### src/rtl/rsb_pkg.sv
// ----------------------------------------------------------------------------
// rsb_pkg: shared types and helpers for the restart supervisor
// Holds the state, action and command codes, the configuration and result
// bundles, and the backoff and saturating-add functions.
// ----------------------------------------------------------------------------
`default_nettype none

package rsb_pkg;

  localparam int unsigned TIME_W    = 48;
  localparam int unsigned MS_W      = 31;
  localparam int unsigned FAIL_W    = 8;
  localparam int unsigned HSEC_W    = 20;
  localparam int unsigned HMS_W     = 30;
  localparam int unsigned CFG_IDX_W = 3;
  localparam int unsigned CMD_W     = 3;
  localparam int unsigned EXP_CAP   = 30;
  localparam int unsigned MS_PER_SEC = 1000;

  // Reset values of the configuration registers.
  localparam logic [MS_W-1:0]   BASE_RST    = 31'd10000;
  localparam logic [MS_W-1:0]   MAX_RST     = 31'd300000;
  localparam logic [FAIL_W-1:0] RETRY_RST   = 8'd5;
  localparam logic [HMS_W-1:0]  HEALTHY_RST = 30'd600000;

  // Configuration register indexes.
  typedef enum logic [CFG_IDX_W-1:0] {
    CFG_BASE    = 3'd0,
    CFG_MAX     = 3'd1,
    CFG_RETRIES = 3'd2,
    CFG_HEALTHY = 3'd3,
    CFG_AUTO    = 3'd4
  } cfg_idx_t;

  typedef enum logic [2:0] {
    ST_STOPPED  = 3'd0,
    ST_STARTING = 3'd1,
    ST_RUNNING  = 3'd2,
    ST_STOPPING = 3'd3,
    ST_CRASHED  = 3'd4,
    ST_FAILED   = 3'd5
  } state_t;

  typedef enum logic [2:0] {
    ACT_NONE   = 3'd0,
    ACT_START  = 3'd1,
    ACT_STOP   = 3'd2,
    ACT_MARK   = 3'd3,
    ACT_SCHED  = 3'd4,
    ACT_GIVEUP = 3'd5,
    ACT_RESET  = 3'd6,
    ACT_PARK   = 3'd7
  } action_t;

  typedef enum logic [CMD_W-1:0] {
    CMD_TICK       = 3'd0,
    CMD_REQ_START  = 3'd1,
    CMD_REQ_STOP   = 3'd2,
    CMD_STARTED_OK = 3'd3,
    CMD_START_FAIL = 3'd4,
    CMD_STOPPED    = 3'd5
  } cmd_t;

  // Configuration as seen by the decision logic; the healthy uptime is kept
  // in milliseconds so that no division is needed on the uptime.
  typedef struct packed {
    logic [MS_W-1:0]   base_ms;
    logic [MS_W-1:0]   max_ms;
    logic [FAIL_W-1:0] max_retries;
    logic [HMS_W-1:0]  healthy_ms;
    logic              auto_restart;
  } cfg_t;

  typedef struct packed {
    action_t           action;
    state_t            actual_state;
    logic              desired_run;
    logic [FAIL_W-1:0] failure_count;
    logic [MS_W-1:0]   restart_wait_ms;
  } result_t;

  // Restart delay: base shifted by the capped failure count, saturated at max.
  function automatic logic [MS_W-1:0] backoff_for(input logic [MS_W-1:0] base_ms,
                                                  input logic [MS_W-1:0] max_ms,
                                                  input logic [FAIL_W-1:0] failures);
    logic [4:0]             exp_v;
    logic [MS_W+EXP_CAP-1:0] shifted;
    logic [MS_W-1:0]        res;
    exp_v = (failures > FAIL_W'(EXP_CAP)) ? 5'(EXP_CAP) : failures[4:0];
    shifted = (MS_W+EXP_CAP)'(base_ms) << exp_v;
    if (base_ms == '0) begin
      res = '0;
    end else if (shifted >= (MS_W+EXP_CAP)'(max_ms)) begin
      res = max_ms;
    end else begin
      res = shifted[MS_W-1:0];
    end
    return res;
  endfunction

  // Deadline addition that saturates at the top of the time range.
  function automatic logic [TIME_W-1:0] add_sat(input logic [TIME_W-1:0] a,
                                               input logic [MS_W-1:0] b);
    logic [TIME_W:0] sum;
    sum = {1'b0, a} + (TIME_W+1)'(b);
    return sum[TIME_W] ? {TIME_W{1'b1}} : sum[TIME_W-1:0];
  endfunction

  function automatic logic [FAIL_W-1:0] inc_sat(input logic [FAIL_W-1:0] f);
    return (f == {FAIL_W{1'b1}}) ? f : f + 1'b1;
  endfunction

endpackage

`default_nettype wire

### src/rtl/restart_supervisor_with_backoff_unit.sv
// ----------------------------------------------------------------------------
// restart_supervisor_with_backoff_unit: process restart supervisor
// Top level with input register, decision core, result register and
// configuration registers.
// ----------------------------------------------------------------------------
// Each accepted transaction produces exactly one result. The block takes one
// transaction per cycle while the output is not stalled: it is registered on
// input, evaluated against the supervisor state by combinational logic, and
// loaded into the result register when it leaves the input register, which
// raises out_valid. The rate is set by the state update loop in the core.
// While a result waits in the result register, the input register still
// takes one transaction if it is empty; with both registers full, in_ready
// follows out_ready. Configuration writes are taken in any cycle and should
// be made only while no transaction is outstanding; the healthy uptime
// register is given in seconds. There is no clearing pass after reset.
`default_nettype none

module restart_supervisor_with_backoff_unit (
  input  wire logic                              clk,
  input  wire logic                              rst_n,
  input  wire logic                              in_valid,
  output logic                                   in_ready,
  input  wire logic [rsb_pkg::CMD_W-1:0]         in_command,
  input  wire logic                              in_process_alive,
  input  wire logic                              in_updating,
  input  wire logic [rsb_pkg::TIME_W-1:0]        in_now_ms,
  output logic                                   out_valid,
  input  wire logic                              out_ready,
  output logic [2:0]                             out_action,
  output logic [2:0]                             out_actual_state,
  output logic                                   out_desired_run,
  output logic [rsb_pkg::FAIL_W-1:0]             out_failure_count,
  output logic [rsb_pkg::MS_W-1:0]               out_restart_wait_ms,
  input  wire logic                              cfg_valid,
  output logic                                   cfg_ready,
  input  wire logic [rsb_pkg::CFG_IDX_W-1:0]     cfg_index,
  input  wire logic [rsb_pkg::MS_W-1:0]          cfg_data
);
  import rsb_pkg::*;

  logic               s1_valid_r;
  logic [CMD_W-1:0]   s1_cmd_r;
  logic               s1_alive_r;
  logic               s1_upd_r;
  logic [TIME_W-1:0]  s1_now_r;
  logic               out_valid_r;
  result_t            out_res_r;
  logic               advance;
  logic               fire;
  logic               in_fire;
  cfg_t               cfg;
  result_t            res;

  assign advance  = !out_valid_r || out_ready;
  assign fire     = s1_valid_r && advance;
  assign in_ready = !s1_valid_r || advance;
  assign in_fire  = in_valid && in_ready;
  assign cfg_ready = 1'b1;

  rsb_cfg u_cfg (
    .clk       (clk),
    .rst_n     (rst_n),
    .cfg_valid (cfg_valid),
    .cfg_index (cfg_index),
    .cfg_data  (cfg_data),
    .cfg       (cfg)
  );

  rsb_core u_core (
    .clk    (clk),
    .rst_n  (rst_n),
    .fire   (fire),
    .cmd    (s1_cmd_r),
    .alive  (s1_alive_r),
    .upd    (s1_upd_r),
    .now_ms (s1_now_r),
    .cfg    (cfg),
    .res    (res)
  );

  // Input register control.
  always_ff @(posedge clk) begin
    if (!rst_n) begin
      s1_valid_r <= 1'b0;
    end else if (in_fire) begin
      s1_valid_r <= 1'b1;
    end else if (fire) begin
      s1_valid_r <= 1'b0;
    end
  end

  // Input register payload.
  always_ff @(posedge clk) begin
    if (in_fire) begin
      s1_cmd_r   <= in_command;
      s1_alive_r <= in_process_alive;
      s1_upd_r   <= in_updating;
      s1_now_r   <= in_now_ms;
    end
  end

  // Result register control.
  always_ff @(posedge clk) begin
    if (!rst_n) begin
      out_valid_r <= 1'b0;
    end else if (fire) begin
      out_valid_r <= 1'b1;
    end else if (out_ready) begin
      out_valid_r <= 1'b0;
    end
  end

  // Result register payload.
  always_ff @(posedge clk) begin
    if (fire) begin
      out_res_r <= res;
    end
  end

  assign out_valid           = out_valid_r;
  assign out_action          = out_res_r.action;
  assign out_actual_state    = out_res_r.actual_state;
  assign out_desired_run     = out_res_r.desired_run;
  assign out_failure_count   = out_res_r.failure_count;
  assign out_restart_wait_ms = out_res_r.restart_wait_ms;

endmodule

`default_nettype wire

### src/rtl/rsb_cfg.sv
// ----------------------------------------------------------------------------
// rsb_cfg: configuration register file
// Holds the five supervisor settings; the healthy uptime is converted from
// seconds to milliseconds when it is written.
// ----------------------------------------------------------------------------
`default_nettype none

module rsb_cfg (
  input  wire logic                            clk,
  input  wire logic                            rst_n,
  input  wire logic                            cfg_valid,
  input  wire logic [rsb_pkg::CFG_IDX_W-1:0]   cfg_index,
  input  wire logic [rsb_pkg::MS_W-1:0]        cfg_data,
  output rsb_pkg::cfg_t                        cfg
);
  import rsb_pkg::*;

  cfg_t               cfg_r;
  logic [HMS_W-1:0]   healthy_ms;

  // Seconds to milliseconds, one small multiply on the write path.
  assign healthy_ms = HMS_W'(cfg_data[HSEC_W-1:0]) * HMS_W'(MS_PER_SEC);

  // Register writes; an index past the list is ignored.
  always_ff @(posedge clk) begin
    if (!rst_n) begin
      cfg_r.base_ms      <= BASE_RST;
      cfg_r.max_ms       <= MAX_RST;
      cfg_r.max_retries  <= RETRY_RST;
      cfg_r.healthy_ms   <= HEALTHY_RST;
      cfg_r.auto_restart <= 1'b1;
    end else if (cfg_valid) begin
      case (cfg_index)
        CFG_BASE:    cfg_r.base_ms      <= cfg_data;
        CFG_MAX:     cfg_r.max_ms       <= cfg_data;
        CFG_RETRIES: cfg_r.max_retries  <= cfg_data[FAIL_W-1:0];
        CFG_HEALTHY: cfg_r.healthy_ms   <= healthy_ms;
        CFG_AUTO:    cfg_r.auto_restart <= cfg_data[0];
        default: begin
        end
      endcase
    end
  end

  assign cfg = cfg_r;

endmodule

`default_nettype wire

### src/rtl/rsb_core.sv
// ----------------------------------------------------------------------------
// rsb_core: supervisor state and per-transaction decision logic
// Evaluates one command against the current state, produces the result and
// commits the new state when the transaction moves on.
// ----------------------------------------------------------------------------
`default_nettype none

module rsb_core (
  input  wire logic                               clk,
  input  wire logic                               rst_n,
  input  wire logic                               fire,
  input  wire logic [rsb_pkg::CMD_W-1:0]          cmd,
  input  wire logic                               alive,
  input  wire logic                               upd,
  input  wire logic [rsb_pkg::TIME_W-1:0]         now_ms,
  input  wire rsb_pkg::cfg_t                      cfg,
  output rsb_pkg::result_t                        res
);
  import rsb_pkg::*;

  state_t              mode_r, mode_nxt;
  logic                want_r, want_nxt;
  logic                busy_r, busy_nxt;
  logic [FAIL_W-1:0]   fail_r, fail_nxt;
  logic [TIME_W-1:0]   started_r, started_nxt;
  logic [TIME_W-1:0]   deadline_r, deadline_nxt;

  logic [TIME_W:0]     up_diff;
  logic                healthy;
  logic [MS_W-1:0]     wait_cur;
  logic                give_up;
  action_t             tick_act;
  action_t             act;
  logic [MS_W-1:0]     wait_ms;

  // Uptime check without a divide: floor(d / 1000) >= h exactly when d >= 1000 h.
  assign up_diff = {1'b0, now_ms} - {1'b0, started_r};
  assign healthy = (started_r != '0) && !up_diff[TIME_W] &&
                   (up_diff[TIME_W-1:0] >= TIME_W'(cfg.healthy_ms));

  assign wait_cur = backoff_for(cfg.base_ms, cfg.max_ms, fail_r);
  assign give_up  = ({1'b0, fail_r} + 1'b1) >= {1'b0, cfg.max_retries};

  // Supervisory decision taken by a tick.
  always_comb begin
    tick_act = ACT_NONE;
    if (!upd && !busy_r) begin
      if (want_r) begin
        unique case (mode_r)
          ST_STOPPED: tick_act = alive ? ACT_NONE : ACT_START;
          ST_CRASHED: tick_act = (!alive && now_ms >= deadline_r) ? ACT_START : ACT_NONE;
          ST_RUNNING: begin
            if (alive) begin
              tick_act = (healthy && fail_r != '0) ? ACT_RESET : ACT_NONE;
            end else begin
              tick_act = give_up ? ACT_GIVEUP : ACT_SCHED;
            end
          end
          default: tick_act = ACT_NONE;
        endcase
      end else if (mode_r == ST_RUNNING) begin
        tick_act = alive ? ACT_STOP : ACT_MARK;
      end
      if ((tick_act == ACT_SCHED || tick_act == ACT_GIVEUP) && !cfg.auto_restart) begin
        tick_act = ACT_PARK;
      end
    end
  end

  // Next state and result for the transaction in hand.
  always_comb begin
    mode_nxt     = mode_r;
    want_nxt     = want_r;
    busy_nxt     = busy_r;
    fail_nxt     = fail_r;
    started_nxt  = started_r;
    deadline_nxt = deadline_r;
    act          = ACT_NONE;
    wait_ms      = '0;
    case (cmd_t'(cmd))
      CMD_TICK: begin
        act = tick_act;
        unique case (tick_act)
          ACT_START: begin
            busy_nxt = 1'b1;
            mode_nxt = ST_STARTING;
          end
          ACT_STOP: begin
            busy_nxt = 1'b1;
            mode_nxt = ST_STOPPING;
          end
          ACT_MARK: mode_nxt = ST_STOPPED;
          ACT_SCHED: begin
            wait_ms      = wait_cur;
            fail_nxt     = inc_sat(fail_r);
            mode_nxt     = ST_CRASHED;
            deadline_nxt = add_sat(now_ms, wait_cur);
          end
          ACT_GIVEUP: begin
            fail_nxt = inc_sat(fail_r);
            mode_nxt = ST_FAILED;
          end
          ACT_RESET: fail_nxt = '0;
          ACT_PARK: begin
            mode_nxt = ST_CRASHED;
            want_nxt = 1'b0;
          end
          ACT_NONE: begin
          end
        endcase
      end
      CMD_REQ_START: begin
        want_nxt     = 1'b1;
        fail_nxt     = '0;
        deadline_nxt = '0;
        if (mode_r == ST_FAILED || mode_r == ST_CRASHED) begin
          mode_nxt = ST_STOPPED;
        end
      end
      CMD_REQ_STOP: want_nxt = 1'b0;
      CMD_STARTED_OK: begin
        if (busy_r && mode_r == ST_STARTING) begin
          mode_nxt    = ST_RUNNING;
          started_nxt = now_ms;
          busy_nxt    = 1'b0;
        end
      end
      CMD_START_FAIL: begin
        if (busy_r && mode_r == ST_STARTING) begin
          busy_nxt = 1'b0;
          fail_nxt = inc_sat(fail_r);
          // A startup failure while any failure is already counted gives up at once.
          if (fail_r != '0) begin
            mode_nxt = ST_FAILED;
            act      = ACT_GIVEUP;
          end else begin
            wait_ms      = wait_cur;
            mode_nxt     = ST_CRASHED;
            deadline_nxt = add_sat(now_ms, wait_cur);
            act          = ACT_SCHED;
          end
        end
      end
      CMD_STOPPED: begin
        if (busy_r && mode_r == ST_STOPPING) begin
          mode_nxt = ST_STOPPED;
          busy_nxt = 1'b0;
        end
      end
      default: begin
      end
    endcase
  end

  // State commits only when the transaction leaves the input register.
  always_ff @(posedge clk) begin
    if (!rst_n) begin
      mode_r     <= ST_STOPPED;
      want_r     <= 1'b0;
      busy_r     <= 1'b0;
      fail_r     <= '0;
      started_r  <= '0;
      deadline_r <= '0;
    end else if (fire) begin
      mode_r     <= mode_nxt;
      want_r     <= want_nxt;
      busy_r     <= busy_nxt;
      fail_r     <= fail_nxt;
      started_r  <= started_nxt;
      deadline_r <= deadline_nxt;
    end
  end

  assign res.action          = act;
  assign res.actual_state    = mode_nxt;
  assign res.desired_run     = want_nxt;
  assign res.failure_count   = fail_nxt;
  assign res.restart_wait_ms = wait_ms;

  // A worker is in flight only while starting or stopping.
  a_busy_mode: assert property (@(posedge clk) disable iff (!rst_n)
    busy_r |-> (mode_r == ST_STARTING || mode_r == ST_STOPPING))
    else $error("worker busy outside starting or stopping");

  // A restart delay is reported only with a scheduled restart.
  a_wait_sched: assert property (@(posedge clk) disable iff (!rst_n)
    (wait_ms != '0) |-> (act == ACT_SCHED))
    else $error("restart wait without scheduled restart");

  // The failure count falls only on a reset of failures or a start request.
  a_fail_drop: assert property (@(posedge clk) disable iff (!rst_n)
    (fire && fail_nxt < fail_r) |-> (act == ACT_RESET || cmd_t'(cmd) == CMD_REQ_START))
    else $error("failure count dropped unexpectedly");

  // A start action always leaves a starting worker behind.
  a_start_busy: assert property (@(posedge clk) disable iff (!rst_n)
    (fire && act == ACT_START) |=> (busy_r && mode_r == ST_STARTING))
    else $error("start issued without starting worker");

endmodule

`default_nettype wire

### config.mk
export PLATFORM = sky130hd
export DESIGN_NAME = restart_supervisor_with_backoff_unit
export DESIGN_NICKNAME = d
export VERILOG_FILES = /design/src/rtl/rsb_pkg.sv /design/src/rtl/restart_supervisor_with_backoff_unit.sv /design/src/rtl/rsb_cfg.sv /design/src/rtl/rsb_core.sv
export SDC_FILE = /design/constraint.sdc
export NUM_CORES = 1
export LEC_CHECK = 0
export BUFFER_PORTS_ARGS = -buffer_cell sky130_fd_sc_hd__buf_2
export CAP_MARGIN = 20
export CORE_UTILIZATION = 35
export DETAILED_ROUTE_END_ITERATION = 6
export PLACE_DENSITY_LB_ADDON = 0.15
export REMOVE_ABC_BUFFERS = 1
export SLEW_MARGIN = 20
export SYNTH_ARGS = -nofsm -noshare
export SYNTH_HDL_FRONTEND = slang
export SYNTH_SLANG_ARGS = --single-unit
export TNS_END_PERCENT = 5
### constraint.sdc
create_clock -name clk -period 10.46 [get_ports clk]
set_input_delay 2.092 -clock clk [delete_from_list [all_inputs] [get_ports clk]]
set_output_delay 2.092 -clock clk [all_outputs]
set_load 0.01 [all_outputs]
==> flow_summary.json <==
{
  "mostFrequentLayoutCell": "nand2_1",
  "r2r-start": "u_core.fail_r[5]$_SDFFE_PN0P_",
  "drv_cap": 0,
  "ys_warn_count": 0,
  "dieArea_mm2": 0.07149,
  "synth_ff_type": "dfxtp_1",
  "crit_path_frequent_cell": "o21a_1",
  "worstPathMaxFanout": 44,
  "slew_violations": 0,
  "vias": 21510,
  "worst_slew_pin_slew_ns": 1.087,
  "ys_seq_area_share_pct": 29.03,
  "final_antenna_net_count": 0,
  "peakVddDrop_uv": 101.6,
  "finalNetCount": 3449,
  "max_freq_mhz": 106.6,
  "outcome": "completed",
  "clk-insertion-delay-late_ns": 0.57,
  "hold_violations": 0,
  "die_w_um": 267.4,
  "grt_pass1_vias": 20920,
  "hold_buffers": 0,
  "cts-htree-levels": 2,
  "worstHoldPathType": "flop to flop",
  "slowest_delay_ns": 0.57,
  "start_util_pct": 35.63,
  "hold_depth": 2,
  "grt_pass1_wl_mm": 123.6,
  "finalCritPeriodShare_pct": 89.72,
  "die_h_um": 267.4,
  "rsz0062_at_grt": "false",
  "layout_common_cells": "nand2_1 (480), ha_1 (257), inv_1 (221), dfxtp_1 (209), nor2_1 (192)",
  "hold_ws_ns": 0.4355,
  "rr_worst_depth": 37,
  "clock_sinks": 308,
  "synth-seq-cells": 308,
  "final_area_mm2": 0.02740,
  "dr.pass1.iters": 5,
  "syn-instance-count": 2949,
  "clk_pin_slew_ns": 0.06,
  "synth_edf_count": 99,
  "avgSynthCellArea_um2": 8.359,
  "port_buffers": 139,
  "dpl-instance-area_mm2": 0.02616,
  "root_buffer": "clkbuf_16",
  "ioPinCount": 141,
  "hpwlAfterDp_mm": 62.90,
  "fin_worst_skew_ns": 0.02112,
  "gp_congestion": 0.9376,
  "synthArstFlopShare_pct": 0,
  "power_density_mw_per_mm2": 147.7,
  "drc": 0,
  "coreArea_mm2": 0.06919,
  "crit_arrival_ns": 9.87,
  "p_total_uw": 4046,
  "fp-row-count": 96,
  "min_from": "u_core.deadline_r[13]$_SDFFE_PN0P_",
  "rrSetupSlack_ns": 1.08,
  "final_util_pct": 39.60,
  "cts_setup_buffers": 0,
  "cts_buffers": 38,
  "leakage_uw": 0.01140,
  "endpoint_kind": "flop",
  "syn-cell-area_mm2": 0.02465,
  "wl_per_cell_um": 20.18,
  "synth_cell_types": 87,
  "critPathSlowestCell": "a2111oi_4",
  "startpoint_type": "flop",
  "grt_overflow": 0,
  "final-setup-viol-count": 0,
  "clockBufferDepth": 3,
  "regToRegEndpoint": "u_core.deadline_r[8]$_SDFFE_PN0P_",
  "cts_tree": "yes",
  "final_layout_size_suffix_gt1_share_pct": 8.996,
  "antenna_found_initial": 1,
  "grt_max_degree": 106,
  "hold_path_end": "u_core.deadline_r[13]$_SDFFE_PN0P_",
  "via_per_inst": 5.392,
  "drt-initial-drc-count": 1612,
  "final.min_clock_period_ns": 9.385,
  "insertedDiodeCount": 0,
  "slew_headroom_pct": 27.29,
  "track_usage_pct": 22.36,
  "areaGrowthSynthToFinish_pct": 11.14,
  "worstSetupPathType": "flop to flop",
  "cp_data_required_time_ns": 10.94,
  "routed_wl_mm": 80.49
}
## sequential cells by signal, indices dropped and copies added, names as in the netlist, 3 cells and up
signal and cells:
u_cfg.cfg 98, s1_now_r 48, out_failure_count 8, s1_cmd_r 3
u_core.fail_r 8, u_core.started_r 48, out_restart_wait_ms 31, out_actual_state 3
u_core.mode_r 3, u_core.deadline_r 48, out_action 3
## cell type report
type	count	area (um^2)
flip-flops and latches	308	7157
multi-input cells	2295	16140
clock buffers	46	1012
clock inverters	23	215.2
inverters	222	833.3
fillers	7158	41790
repair buffers	163	878.3
well taps	931	1165
## synthesized netlist by cell type, drive strengths merged, types with 20 or more instances
cell type	count	area, um^2
o211ai	30	225.2
nor4	32	206.5
clkbuf	88	330.3
mux2i	109	1091
ha	257	3216
edfxtp	99	2973
or3	20	125.1
and3	31	200.2
a21oi	167	869.6
nand2	483	1823
nor2b	29	181.4
inv	222	833.3
a21o	62	465.5
a21boi	113	848.3
o21ai	161	805.8
nand2b	32	200.2
and2	33	209.0
buf	37	225.2
o21a	27	202.7
fa	72	1441
xor2	30	262.8
nor2	196	745.7
nand4	43	269.0
nor3	46	230.2
nand3	76	392.9
dfxtp	209	4184
xnor2	64	560.5
## per-layer routing
metal,up-vias,global-route usage [%],part of all wire (%)
li1,10510,-,-
met4,2,5.840,2.3
met5,-,0,0.0099
met2,528,36.43,46
met3,100,2.363,4.2
met1,10370,31.29,48
## worst max-delay path, delay by kind of cell, from the launching register on
kind	cells	cell delay, ns
AOI/OAI and AO/OA	22	4.82
and+or+nand+nor	9	1.98
buffers and inverters	2	0.92
adders and majority gates	2	0.65
muxes	2	0.51
DFF	1	0.36
## metrics by stage
step	std cells	setup WS (ns)	setup TNS [ns]
2_1_floorplan	2824	-0.08975	-1.002
3_3_place_gp	3918	1.207	0
3_5_place_dp	3918	1.063	0
4_1_cts	3987	1.024	0
5_1_grt	3988	0.06465	0
6_report	3988	1.075	0
## worst max path at each step
stage | cells after the start | to | start | slack, ns
after CTS | 39 | u_core.deadline_r[8]$_SDFFE_PN0P_ | u_core.fail_r[5]$_SDFFE_PN0P_ | 1.02
after global routing | 39 | u_core.deadline_r[8]$_SDFFE_PN0P_ | u_core.fail_r[5]$_SDFFE_PN0P_ | 0.06
after global placement | 37 | u_core.deadline_r[46]$_SDFFE_PN0P_ | u_core.fail_r[5]$_SDFFE_PN0P_ | 1.21
after detailed placement | 39 | u_core.deadline_r[8]$_SDFFE_PN0P_ | u_core.fail_r[5]$_SDFFE_PN0P_ | 1.06
final | 37 | u_core.deadline_r[8]$_SDFFE_PN0P_ | u_core.fail_r[5]$_SDFFE_PN0P_ | 1.08
after floorplan | 38 | u_core.deadline_r[8]$_SDFFE_PN0P_ | u_core.fail_r[5]$_SDFFE_PN0P_ | -0.09
## power by group
part / internal (uW) / switching, uW / total, uW
Combinational: 581 / 813 / 1390
Clock: 768 / 555 / 1320
Sequential: 1280 / 50.8 / 1330
Total: 2630 / 1420 / 4050
## logic make-up after synthesis
logic type	synth area share (%)
multiplexers	4.563
buffers and inverters	5.634
adder cells (fa/ha/maj)	18.89
AND/OR/NAND/NOR	19.69
other	0.01521
XOR/XNOR	3.340
flip-flops	29.03
AO/OA/AOI/OAI	18.83
## what timing repair did
action	in CTS	in global routing
setup endpoints to repair	0	1
hold endpoints to repair	0	0
gates resized for setup	0	0
Power figures use the tool's default switching activity.
